**config.mk**
```make
export PLATFORM = sky130hd
export DESIGN_NAME = percent_escape_decoder
export DESIGN_NICKNAME = d
export VERILOG_FILES = /design/src/hdl/pcd_pkg.sv /design/src/hdl/percent_escape_decoder.sv /design/src/hdl/pcd_decode.sv /design/src/hdl/pcd_serial.sv
export SDC_FILE = /design/constraint.sdc
export NUM_CORES = 1
export LEC_CHECK = 0
export ABC_AREA = 0
export BUFFER_PORTS_ARGS = -buffer_cell sky130_fd_sc_hd__buf_2
export CAP_MARGIN = 20
export CORE_ASPECT_RATIO = 1.75
export CORE_UTILIZATION = 40
export CTS_CLUSTER_SIZE = 14
export DETAILED_ROUTE_END_ITERATION = 16
export HOLD_SLACK_MARGIN = 0.02
export MAX_ROUTING_LAYER = met4
export PLACE_DENSITY = 0.63
export SLEW_MARGIN = 20
export SYNTH_ARGS = -nofsm -noshare
export SYNTH_HDL_FRONTEND = slang
export SYNTH_SLANG_ARGS = --single-unit
```
**constraint.sdc**
```tcl
create_clock -name i_clk -period 7.5 [get_ports i_clk]
set_input_delay 0.75 -clock i_clk [delete_from_list [all_inputs] [get_ports i_clk]]
set_output_delay 0.75 -clock i_clk [all_outputs]
set_load 0.02 [all_outputs]
```
**src/hdl/pcd_pkg.sv**
```systemverilog
`default_nettype none
package pcd_pkg;

    localparam logic [7:0] CH_PCT = 8'h25;
    localparam logic [7:0] CH_0   = 8'h30;
    localparam logic [7:0] CH_9   = 8'h39;
    localparam logic [7:0] CH_A   = 8'h41;
    localparam logic [7:0] CH_F   = 8'h46;
    localparam logic [3:0] HEX_TEN = 4'd10;

    localparam int GRP_MAX = 3;

    typedef enum logic [1:0] {
        PH_IDLE = 2'd0,
        PH_PCT  = 2'd1,
        PH_HEX  = 2'd2
    } t_phase;

    typedef struct packed {
        logic [GRP_MAX-1:0][7:0] bytes;
        logic [1:0]              cnt;
        logic                    last;
    } t_group;

    function automatic logic is_digit(input logic [7:0] c);
        return (c >= CH_0) && (c <= CH_9);
    endfunction

    function automatic logic is_hex(input logic [7:0] c);
        return is_digit(c) || ((c >= CH_A) && (c <= CH_F));
    endfunction

    function automatic logic [3:0] hex_value(input logic [7:0] c);
        logic [7:0] d;
        d = is_digit(c) ? (c - CH_0) : (c - CH_A);
        return is_digit(c) ? d[3:0] : (HEX_TEN + d[3:0]);
    endfunction

endpackage
`default_nettype wire

```
**src/hdl/percent_escape_decoder.sv**
```systemverilog
`default_nettype none
// A word's first result is valid in the cycle after the word is accepted.
// Throughput: one input word per cycle when each gives at most one result and
// i_ready does not stall the output; a word that gives two or three results
// holds the output group register, and no next group loads, until its last is taken.
// Reset (synchronous, active low) clears the escape phase and output valid.
module percent_escape_decoder (
    input  wire logic       i_clk,
    input  wire logic       i_rst_n,
    input  wire logic       i_valid,
    output logic            o_ready,
    input  wire logic [7:0] i_in_byte,
    input  wire logic       i_in_last,
    output logic            o_valid,
    input  wire logic       i_ready,
    output logic [7:0]      o_out_byte,
    output logic            o_out_last
);
    import pcd_pkg::*;

    t_group grp;
    logic   load;
    logic   can_take;
    logic   accept;

    assign o_ready = can_take;
    assign accept  = i_valid && can_take;

    pcd_decode u_decode (
        .i_clk    (i_clk),
        .i_rst_n  (i_rst_n),
        .i_accept (accept),
        .i_byte   (i_in_byte),
        .i_last   (i_in_last),
        .o_grp    (grp),
        .o_load   (load)
    );

    pcd_serial u_serial (
        .i_clk      (i_clk),
        .i_rst_n    (i_rst_n),
        .i_load     (load),
        .i_grp      (grp),
        .o_can_take (can_take),
        .o_valid    (o_valid),
        .i_ready    (i_ready),
        .o_byte     (o_out_byte),
        .o_last     (o_out_last)
    );

endmodule
`default_nettype wire

```
**src/hdl/pcd_decode.sv**
```systemverilog
`default_nettype none
module pcd_decode (
    input  wire logic          i_clk,
    input  wire logic          i_rst_n,
    input  wire logic          i_accept,
    input  wire logic [7:0]    i_byte,
    input  wire logic          i_last,
    output pcd_pkg::t_group    o_grp,
    output logic               o_load
);
    import pcd_pkg::*;

    t_phase     r_phase, n_phase;
    logic [7:0] r_first, n_first;
    t_group     grp;

    always_comb begin
        n_phase = PH_IDLE;
        n_first = r_first;
        grp.bytes = '0;
        grp.cnt = 2'd0;
        grp.last = i_last;
        case (r_phase)
            PH_PCT: begin
                if (is_hex(i_byte) && !i_last) begin
                    n_first = i_byte;
                    n_phase = PH_HEX;
                end else begin
                    grp.bytes[0] = CH_PCT;
                    grp.bytes[1] = i_byte;
                    grp.cnt = 2'd2;
                end
            end
            PH_HEX: begin
                if (is_hex(i_byte)) begin
                    grp.bytes[0] = {hex_value(r_first), hex_value(i_byte)};
                    grp.cnt = 2'd1;
                end else begin
                    grp.bytes[0] = CH_PCT;
                    grp.bytes[1] = r_first;
                    grp.bytes[2] = i_byte;
                    grp.cnt = 2'd3;
                end
            end
            default: begin
                if ((i_byte == CH_PCT) && !i_last) begin
                    n_phase = PH_PCT;
                end else begin
                    grp.bytes[0] = i_byte;
                    grp.cnt = 2'd1;
                end
            end
        endcase
    end

    assign o_grp  = grp;
    assign o_load = i_accept && (grp.cnt != 2'd0);

    always_ff @(posedge i_clk) begin
        if (!i_rst_n) begin
            r_phase <= PH_IDLE;
            r_first <= '0;
        end else if (i_accept) begin
            r_phase <= n_phase;
            r_first <= n_first;
        end
    end

    a_last_clears: assert property (@(posedge i_clk) disable iff (!i_rst_n)
        (i_accept && i_last) |=> (r_phase == PH_IDLE))
        else $error("escape pending after final word");

    a_hold_has_hex: assert property (@(posedge i_clk) disable iff (!i_rst_n)
        (r_phase == PH_HEX) |-> is_hex(r_first))
        else $error("held digit is not hex");

endmodule
`default_nettype wire

```
**src/hdl/pcd_serial.sv**
```systemverilog
`default_nettype none
module pcd_serial (
    input  wire logic          i_clk,
    input  wire logic          i_rst_n,
    input  wire logic          i_load,
    input  pcd_pkg::t_group    i_grp,
    output logic               o_can_take,
    output logic               o_valid,
    input  wire logic          i_ready,
    output logic [7:0]         o_byte,
    output logic               o_last
);
    import pcd_pkg::*;

    t_group     r_grp;
    logic       r_valid;
    logic [1:0] r_idx;
    logic       at_end;
    logic       take_end;

    assign at_end     = (r_idx == (r_grp.cnt - 2'd1));
    assign take_end   = r_valid && i_ready && at_end;
    assign o_can_take = !r_valid || take_end;

    assign o_valid = r_valid;
    assign o_byte  = r_grp.bytes[r_idx];
    assign o_last  = r_grp.last && at_end;

    always_ff @(posedge i_clk) begin
        if (!i_rst_n) begin
            r_valid <= 1'b0;
            r_idx   <= 2'd0;
        end else if (i_load) begin
            r_valid <= 1'b1;
            r_idx   <= 2'd0;
        end else if (take_end) begin
            r_valid <= 1'b0;
        end else if (r_valid && i_ready) begin
            r_idx <= r_idx + 2'd1;
        end
    end

    always_ff @(posedge i_clk) begin
        if (i_load) begin
            r_grp <= i_grp;
        end
    end

    a_idx_in_range: assert property (@(posedge i_clk) disable iff (!i_rst_n)
        r_valid |-> ((r_grp.cnt != 2'd0) && (r_idx < r_grp.cnt)))
        else $error("word index outside group");

    a_load_only_when_free: assert property (@(posedge i_clk) disable iff (!i_rst_n)
        i_load |-> o_can_take)
        else $error("group loaded over pending words");

    a_advance: assert property (@(posedge i_clk) disable iff (!i_rst_n)
        (r_valid && i_ready && !at_end && !i_load) |=> (r_valid && (r_idx == $past(r_idx) + 2'd1)))
        else $error("group did not advance");

endmodule
`default_nettype wire

```
## Yosys cells after proc, flatten, opt, wreduce, memory -nomap -nowiden

Cells that the tools add are included.

| word-level totals | value |
|---|---|
| word-level logic and storage cells | 68 |
| input port bits | 13 |
| register bits after elaboration | 40 |
| output and inout bits | 11 |

| cells by class | value |
|---|---|
| bitwise operators | 3 |
| add/subtract/negate cells | 8 |
| order comparisons | 7 |
| eq/ne operators | 4 |
| reduce and logical (&&, ||, !) cells | 20 |
| mux-type cells | 17 |

Operators with widths:

| operator | count |
|---|---|
| 10-bit 2-to-1 mux | 2 |
| 10-bit case mux with 2 select lines | 1 |
| 18-bit 2-to-1 mux | 1 |
| 8-bit binary-select mux with 2-bit select | 1 |
| 8-bit by 6-bit greater-or-equal comparator with 1-bit output, second input constant | 2 |
| 8-bit by 6-bit <= comparator with 1-bit output, second input constant | 2 |
| 4-bit 2-to-1 mux | 4 |
| 8-bit 2-to-1 mux | 2 |
| 8-bit case mux with 2 select lines | 1 |
| 4-bit by 1-bit subtractor with 4-bit output, second input constant | 4 |
| 1-bit logical AND | 10 |
| 4-bit adder, first input constant | 2 |
| 8-bit by 6-bit == test with 1-bit output, second input constant | 1 |
| 8-bit by 7-bit greater-or-equal comparator with 1-bit output, second input constant | 1 |
| 8-bit by 7-bit <= comparator with 1-bit output, second input constant | 1 |
| 2-bit case mux with 2 select lines | 1 |
| 2-bit nonzero test | 2 |
| 2-bit OR reduction | 2 |
| 2-bit by 3-bit < comparator with 1-bit output, second input constant | 1 |
| 1-bit 2-to-1 mux | 3 |
| 1-bit NOT | 3 |
| 3-bit AND reduction | 1 |
| 2-bit by 1-bit adder with 2-bit output, second input constant | 1 |
| 2-bit by 1-bit == test with 1-bit output, second input constant | 1 |
| 7 further kinds | 9 |

## Longest topological paths before layout

Gate-level depths: netlist (run 1).

| depth | value |
|---|---|
| word-level depth | 10 |
| gate-level depth with buffers | 12 |
| gate-level depth less buffers | 11 |

## Hierarchy

From an unflattened synthesis (run 1), not the netlist that was laid out.

| second synthesis, totals | value |
|---|---|
| cell total of the unflattened synthesis | 242 |
| area, all modules | 2449.8 µm² |

Modules (own cells, without submodules):

| module | area each (µm²) | times used | seq. area each (µm²) | cells an instance |
|---|---|---|---|---|
| pcd_decode | 1268.7 | 1 | 200.2 | 165 |
| pcd_serial | 1174.9 | 1 | 870.8 | 76 |
| percent_escape_decoder | 6.3 | 1 | 0.0 | 1 |

## Least setup slack after synthesis (run 1)

No wires, ideal clock.

| timing path | value |
|---|---|
| kind | input-to-reg |
| start | input i_in_byte[0] |
| end | register u_serial.r_grp[0] (netlist bit), enable pin |
| buffers on the path | 1 |
| stages on the path | 7 |
| arrival | 3.158 ns |
| required time | 7.088 ns |
| setup slack | 3.930 ns |
| library setup time | 0.412 ns |
| cells stage by stage | clkbuf_1 > inv_1 > ha_1 > or3b_2 > nand4_2 > a21oi_1 > a211oi_2 |

| between the ends | value |
|---|---|
| word-level cells in the longest chain between the ends | 8 |
| elaborated cells between the ends (all ways) | 16 |
| classes of those cells | 4 x order compare; 1 x eq/ne; 4 x mux; 7 x reduce/logical |

Ends and longest elaborated chain:

| what | line | RTL |
|---|---|---|
| from (decl) | percent_escape_decoder.sv:12 | `input wire logic [7:0] i_in_byte,` |
| 8-bit by 6-bit greater-or-equal comparator with 1-bit output (tied with other cells) | pcd_pkg.sv:26 | `return (c >= CH_0) && (c <= CH_9);` |
| 1-bit logical AND (on tied branches) | pcd_pkg.sv:26, pcd_pkg.sv:30 |  |
| 1-bit logical OR | pcd_pkg.sv:30 | `return is_digit(c) \|\| ((c >= CH_A) && (c <= CH_F));` |
| 1-bit logical AND | pcd_decode.sv:25 | `if (is_hex(i_byte) && !i_last) begin` |
| 18-bit 2-to-1 mux | pcd_decode.sv:25 |  |
| 10-bit case mux with 2 select lines (*) | pcd_decode.sv:23 | `case (r_phase)` |
| 2-bit nonzero test (*) | pcd_decode.sv:57 | `assign o_load = i_accept && (grp.cnt != 2'd0);` |
| 1-bit logical AND (*) | pcd_decode.sv:57 |  |
| via load | percent_escape_decoder.sv:22 | `logic load;` |
| to (signal assigned) | pcd_serial.sv:45 | `r_grp <= i_grp;` |
| to (decl) | pcd_serial.sv:15 | `t_group r_grp;` |

The timed path passes the listed nets; every way through them passes the cells marked *.
A chain may end at the register's enable or synchronous reset.

## Worst setup path after layout (run 1)

| timing path | value |
|---|---|
| start | input i_in_byte[1] |
| end | register u_serial.r_grp[4] (netlist bit), enable pin |

The elaborated chain is that of the path after synthesis.

==> results of run 1 <==
flip-flops by register name (all words and copies together), names as in the netlist:
register,count
u_decode.r_first,8
u_serial.r_grp,27
u_serial.r_idx,2
u_decode.r_phase,2
u_serial.o_valid,1
how the worst min path moves through the flow:
stage	start	end	slack, ns	cells after the start
final	u_decode.r_first[7]	u_decode.r_first[7]	0.47	2
after CTS	u_decode.r_first[7]	u_decode.r_first[7]	0.47	2
after global routing	u_decode.r_first[7]	u_decode.r_first[7]	0.48	2
after detailed placement	u_decode.r_first[7]	u_decode.r_first[7]	0.46	2
after floorplan	u_decode.r_first[7]	u_decode.r_first[7]	0.42	2
after global placement	u_decode.r_first[7]	u_decode.r_first[7]	0.45	2
kinds of logic after synthesis:
kind of cell | count (synthesis) | share of synthesized area
muxes | 19 | 0.0825
adders and majority gates | 11 | 0.0567
xor gates and xnor gates | 7 | 0.0289
DFF | 40 | 0.450
buffers and inverters | 24 | 0.0473
AOI/OAI and AO/OA | 47 | 0.138
and+or+nand+nor | 88 | 0.197
metal layers:
layer / track usage / part of all wire
met5: - / 0
met4: 0.0698 / 0.018
met3: 0.0274 / 0.041
met2: 0.287 / 0.54
met1: 0.198 / 0.40
area by class of cell:
cell class	instances	area (um^2)	share of cell area
Tap cell	76	95.1	0.0361
Clock inverter	2	35.0	0.0133
Inverter	9	33.8	0.0128
Sequential cell	40	1070	0.406
Clock buffer	6	72.6	0.0275
Multi-Input combinational cell	172	1210	0.458
Timing Repair Buffer	24	123	0.0465
cell usage in the layout (no fill, tap or decap), types with 2 or more instances in the layout:
cell and count:
nand2_1 34, edfxtp_1 27, buf_2 23, nor2_1 17, mux2i_1 17, dfxtp_1 13
o21ai_0 11, ha_1 10, inv_1 9, a32oi_1 8, a21oi_1 7, xnor2_1 6
and2_1 6, clkbuf_8 5, nor3_1 4, and3_1 4, nand4b_1 3, nor2b_1 3
nand2b_1 3, a22o_1 3, nand3_1 3, o21a_1 3, o21bai_1 2, nand4bb_1 2
a21o_1 2, o221ai_1 2
worst max-delay path, cell delays in order:
cell and delay, ns:
buf_2 0.16, inv_1 0.09, ha_1 0.23, or3b_2 0.46
nand4_2 0.18, a21oi_1 0.16, a211oi_4 0.25, buf_4 0.36
stage by stage:
| stage | utilization | setup WS (ns) | hold WS [ns] | cells | instance area (um^2) |
|---|---|---|---|---|---|
| floorplan | - | 3.93 | 0.418 | 236 | 2380 |
| detailed placement | 0.449 | 4.50 | 0.460 | 321 | 2530 |
| finish | 0.468 | 4.80 | 0.470 | 329 | 2640 |
| CTS | 0.468 | 4.81 | 0.473 | 329 | 2640 |
| global route | 0.468 | 4.63 | 0.484 | 329 | 2640 |
| global placement | 0.449 | 4.54 | 0.448 | 321 | 2530 |
power breakdown:
part	switching [mW]	total, mW	internal, mW
registers	0.00345	0.249	0.246
logic	0.0312	0.0498	0.0186
clock network	0.0715	0.170	0.0987
==> flow_summary.yaml, run 1 <==
detailed_routing:
  vias_per_cell: 5.21
  drcViolationCount: 0
  drt-total-wl_um: 4720
  vias: 1714
  wl_per_cell_um: 14.3
  ant_nets: 0
  drt_iter0_markers: 61
  drtPass1Iterations: 4
die:
  num_rows: 36
  initial_core_util: 0.423
  die_h_um: 104
  die_area_um2: 6280
  io_pins: 24
  dieWidth_um: 60.3
  coreArea_um2: 5630
worst_setup_path:
  cp_max_fo: 29
  cp-endpoint: "u_serial.r_grp[4]"
  arrival_ns: 2.66
  reg2reg_depth: 11
  crit_required_ns: 7.46
  reg2reg_setup_slack_ns: 5.04
  r2r-start: "u_decode.r_first[1]"
  path_class: "primary input to flip-flop"
  reg2reg_to: "u_serial.r_grp[10]"
  cp-startpoint: "i_in_byte[1]"
  endpoint_kind: "flip-flop"
  startpoint_type: "primary input"
power:
  totalPowerFinal_mw: 0.469
  power.density_nw_per_um2: 178
  peakVddDrop_v: 0.000118
  cellLeakagePower_nw: 0.975
cts:
  clock_path_buffers: 2
  tritoncts: "built"
  cts_resized: 0
  htreeDepth: 2
  hold_buffers: 0
  clk_pin_slew_worst_paths_ns: 0.07
  cts_root_buf: "clkbuf_8"
  cts_made_buffers: 5
  cts_sinks: 40
  clk_latency_ns: 0.29
  postCtsSetupBuffers: 0
place:
  numPortBuffers: 23
  dpl.hpwl_um: 3700
  gp_congestion: 0.843
synthesis:
  ys_warn_count: 0
  netlist_top_cells_count: "nand2_1, edfxtp_1, mux2i_1, nor2_1, dfxtp_1"
  yosysTopAreaCell: "edfxtp_1"
  synth_top_area_frac: 0.340
  synth_seq_area_share: 0.450
  async_flop_share: 0
  netlist_instances: 236
  synthTopCellsByArea: "edfxtp_1, dfxtp_1, mux2i_1"
  ys_types: 51
  syn_area_um2: 2380
  syn_nets: 259
  synth_edf_count: 27
  synth_seq_cells: 40
  synth_most_common_cell: "nand2_1"
  synth_flop_cell: "edfxtp_1"
  synth_area_per_cell_um2: 10.1
timing:
  setup_viol: 0
  worst_slew_pin_slew_ns: 0.772
  grt_setup_unrepaired: "no"
  finClkSkew_ns: 0.00661
  fin_crit_ns: 2.70
  final_max_slew_viol_count: 0
  hold_viol: 0
  fin_crit_sh: 0.359
  fmax_mhz: 371
  fin_setup_tns_ns: 0
  slew-limit-headroom: 0.483
status:
  status: "finished clean"
flow_run:
  cap_violations: 0
grt:
  grt_pass1_wl_um: 7910
  track_usage: 0.172
  grt_pass1_vias: 1658
  grt_overflow_total: 0
  grt_max_degree: 30
  antenna_found_initial: 0
final_layout:
  n_fill_cell: 531
  drive_above_1_share: 0.166
  areaGrowthSynthToFinish_pct: 10.7
  final_nets: 275
  antennaDiodeCount: 0
hold_path:
  hold_path_class: "flip-flop to flip-flop"
Power figures use the tool's default switching activity.
==> run 2, diff against run 1 <==
==> constraint.sdc (replaced) <==
create_clock -name i_clk -period 2.78 [get_ports i_clk]
set_input_delay 0.278 -clock i_clk [delete_from_list [all_inputs] [get_ports i_clk]]
set_output_delay 0.278 -clock i_clk [all_outputs]
set_load 0.02 [all_outputs]
==> flow_summary.yaml, run 2 (synthesized netlist as in run 1, its figures left out) <==
status:
  status: "finished clean"
cts:
  cts_made_buffers: 5
  clk_pin_slew_worst_paths_ns: 0.08
  cts_sinks: 40
  htreeDepth: 2
  clock_path_buffers: 2
  clk_latency_ns: 0.29
  tritoncts: "built"
  hold_buffers: 0
  cts_resized: 0
  cts_root_buf: "clkbuf_8"
  postCtsSetupBuffers: 0
detailed_routing:
  wl_per_cell_um: 14.0
  ant_nets: 0
  vias_per_cell: 5.31
  drt-total-wl_um: 4670
  drt_iter0_markers: 84
  drcViolationCount: 0
  drtPass1Iterations: 4
  vias: 1773
final_layout:
  final_nets: 280
  top_register: "u_serial.r_grp"
  fin_cells: 334
  drive_above_1_share: 0.178
  final_cell_mix: "nand2_1, edfxtp_1, buf_2"
  final_common_cell: "nand2_1"
  top_regs: "u_serial.r_grp x27, u_decode.r_first x8"
  final_area_um2: 2660
  areaGrowthSynthToFinish_pct: 11.7
  n_fill_cell: 560
  register_area_um2: 1070
  largest_register_ffs: 27
  multiInputGateArea_um2: 1210
  antennaDiodeCount: 0
grt:
  grt_overflow_total: 0
  grt_max_degree: 30
  antenna_found_initial: 0
  grt_pass1_wl_um: 7940
  track_usage: 0.172
  grt_pass1_vias: 1648
place:
  dpl.hpwl_um: 3670
  numPortBuffers: 23
  gp_congestion: 0.834
  placed_cells: 326
  place_area_um2: 2580
timing:
  slew-limit-headroom: 0.466
  fin_crit_sh: 0.893
  hold_viol: 0
  final_max_slew_viol_count: 0
  grt_setup_unrepaired: "no"
  fin_setup_tns_ns: 0
  setup_viol: 0
  worst_slew_pin_slew_ns: 0.797
  finClkSkew_ns: 0.0114
  fin_crit_ns: 2.48
  hold_slack_ns: 0.254
  fmax_mhz: 403
power:
  totalPowerFinal_mw: 1.18
  peakVddDrop_v: 0.000275
  power.density_nw_per_um2: 443
  cellLeakagePower_nw: 0.991
worst_setup_path:
  reg2reg_setup_slack_ns: 0.30
  endpoint_kind: "flip-flop"
  reg2reg_depth: 11
  startpoint_type: "flip-flop"
  cp_max_fo: 7
  path_class: "flip-flop to flip-flop"
  arrival_ns: 2.53
  crit_required_ns: 2.82
die:
  num_rows: 36
  dieWidth_um: 60.3
  die_area_um2: 6280
  coreArea_um2: 5630
  io_pins: 24
  initial_core_util: 0.423
  die_h_um: 104
hold_path:
  hold_path_class: "primary input to flip-flop"
  hold_path_depth: 1
flow_run:
  cap_violations: 0
## run 2: changes by cell type in the layout (fill, tap and decap cells not counted)
cell,previous run,this run
buf_12,0,1
buf_4,1,5
bufinv_16,1,0
clkbuf_1,1,2
## run 2: layer usage
layer  share of wire  vias to the layer above  GRT usage  wire [um]
li1                -                      886          -          -
met1            0.42                      850      0.208       1940
met2            0.53                       29      0.273       2500
met3           0.026                        8     0.0274        122
met4           0.023                        0     0.0764        106
met5               0                        -          -          0
## run 2: path summary, 6_finish.rpt
check	start	to
setup / recovery	u_decode.r_first[0]	u_serial.r_grp[10]
hold reg to reg	u_decode.r_first[7]	u_decode.r_first[7]
hold / removal	i_in_last	u_serial.r_grp[0]
setup reg to reg	u_decode.r_first[0]	u_serial.r_grp[10]
## run 2: where the power goes
part	switching, mW	internal (mW)	total, mW
sequential	0.00786	0.664	0.671
clock	0.193	0.176	0.369
combinational	0.0850	0.0541	0.139
total	0.286	0.894	1.18
## run 2: worst max-delay path: stages (launching register included)
cell and delay [ns]:
dfxtp_1 0.43, inv_1 0.12, ha_1 0.23, o21bai_1 0.15, a21o_1 0.27, nand2_1 0.10
xnor2_1 0.13, ha_1 0.21, xnor2_1 0.16, nand2_1 0.09, xnor2_1 0.14, a22o_1 0.19
## run 2: through the flow
stage                     setup slack [ns]   util
after global placement               0.376  0.458
after floorplan                     0.0727      -
after CTS                            0.297  0.472
after detailed placement             0.308  0.458
after global routing                 0.120  0.472
final                                0.298  0.472
## run 2: cell type report
class | count | share of cell area
timing repair buffer | 29 | 0.0649
inverter | 9 | 0.0127
clock buffer | 7 | 0.0287
sequential | 40 | 0.403
multi-input combinational | 172 | 0.453
clock inverter | 1 | 0.00188
tap | 76 | 0.0357
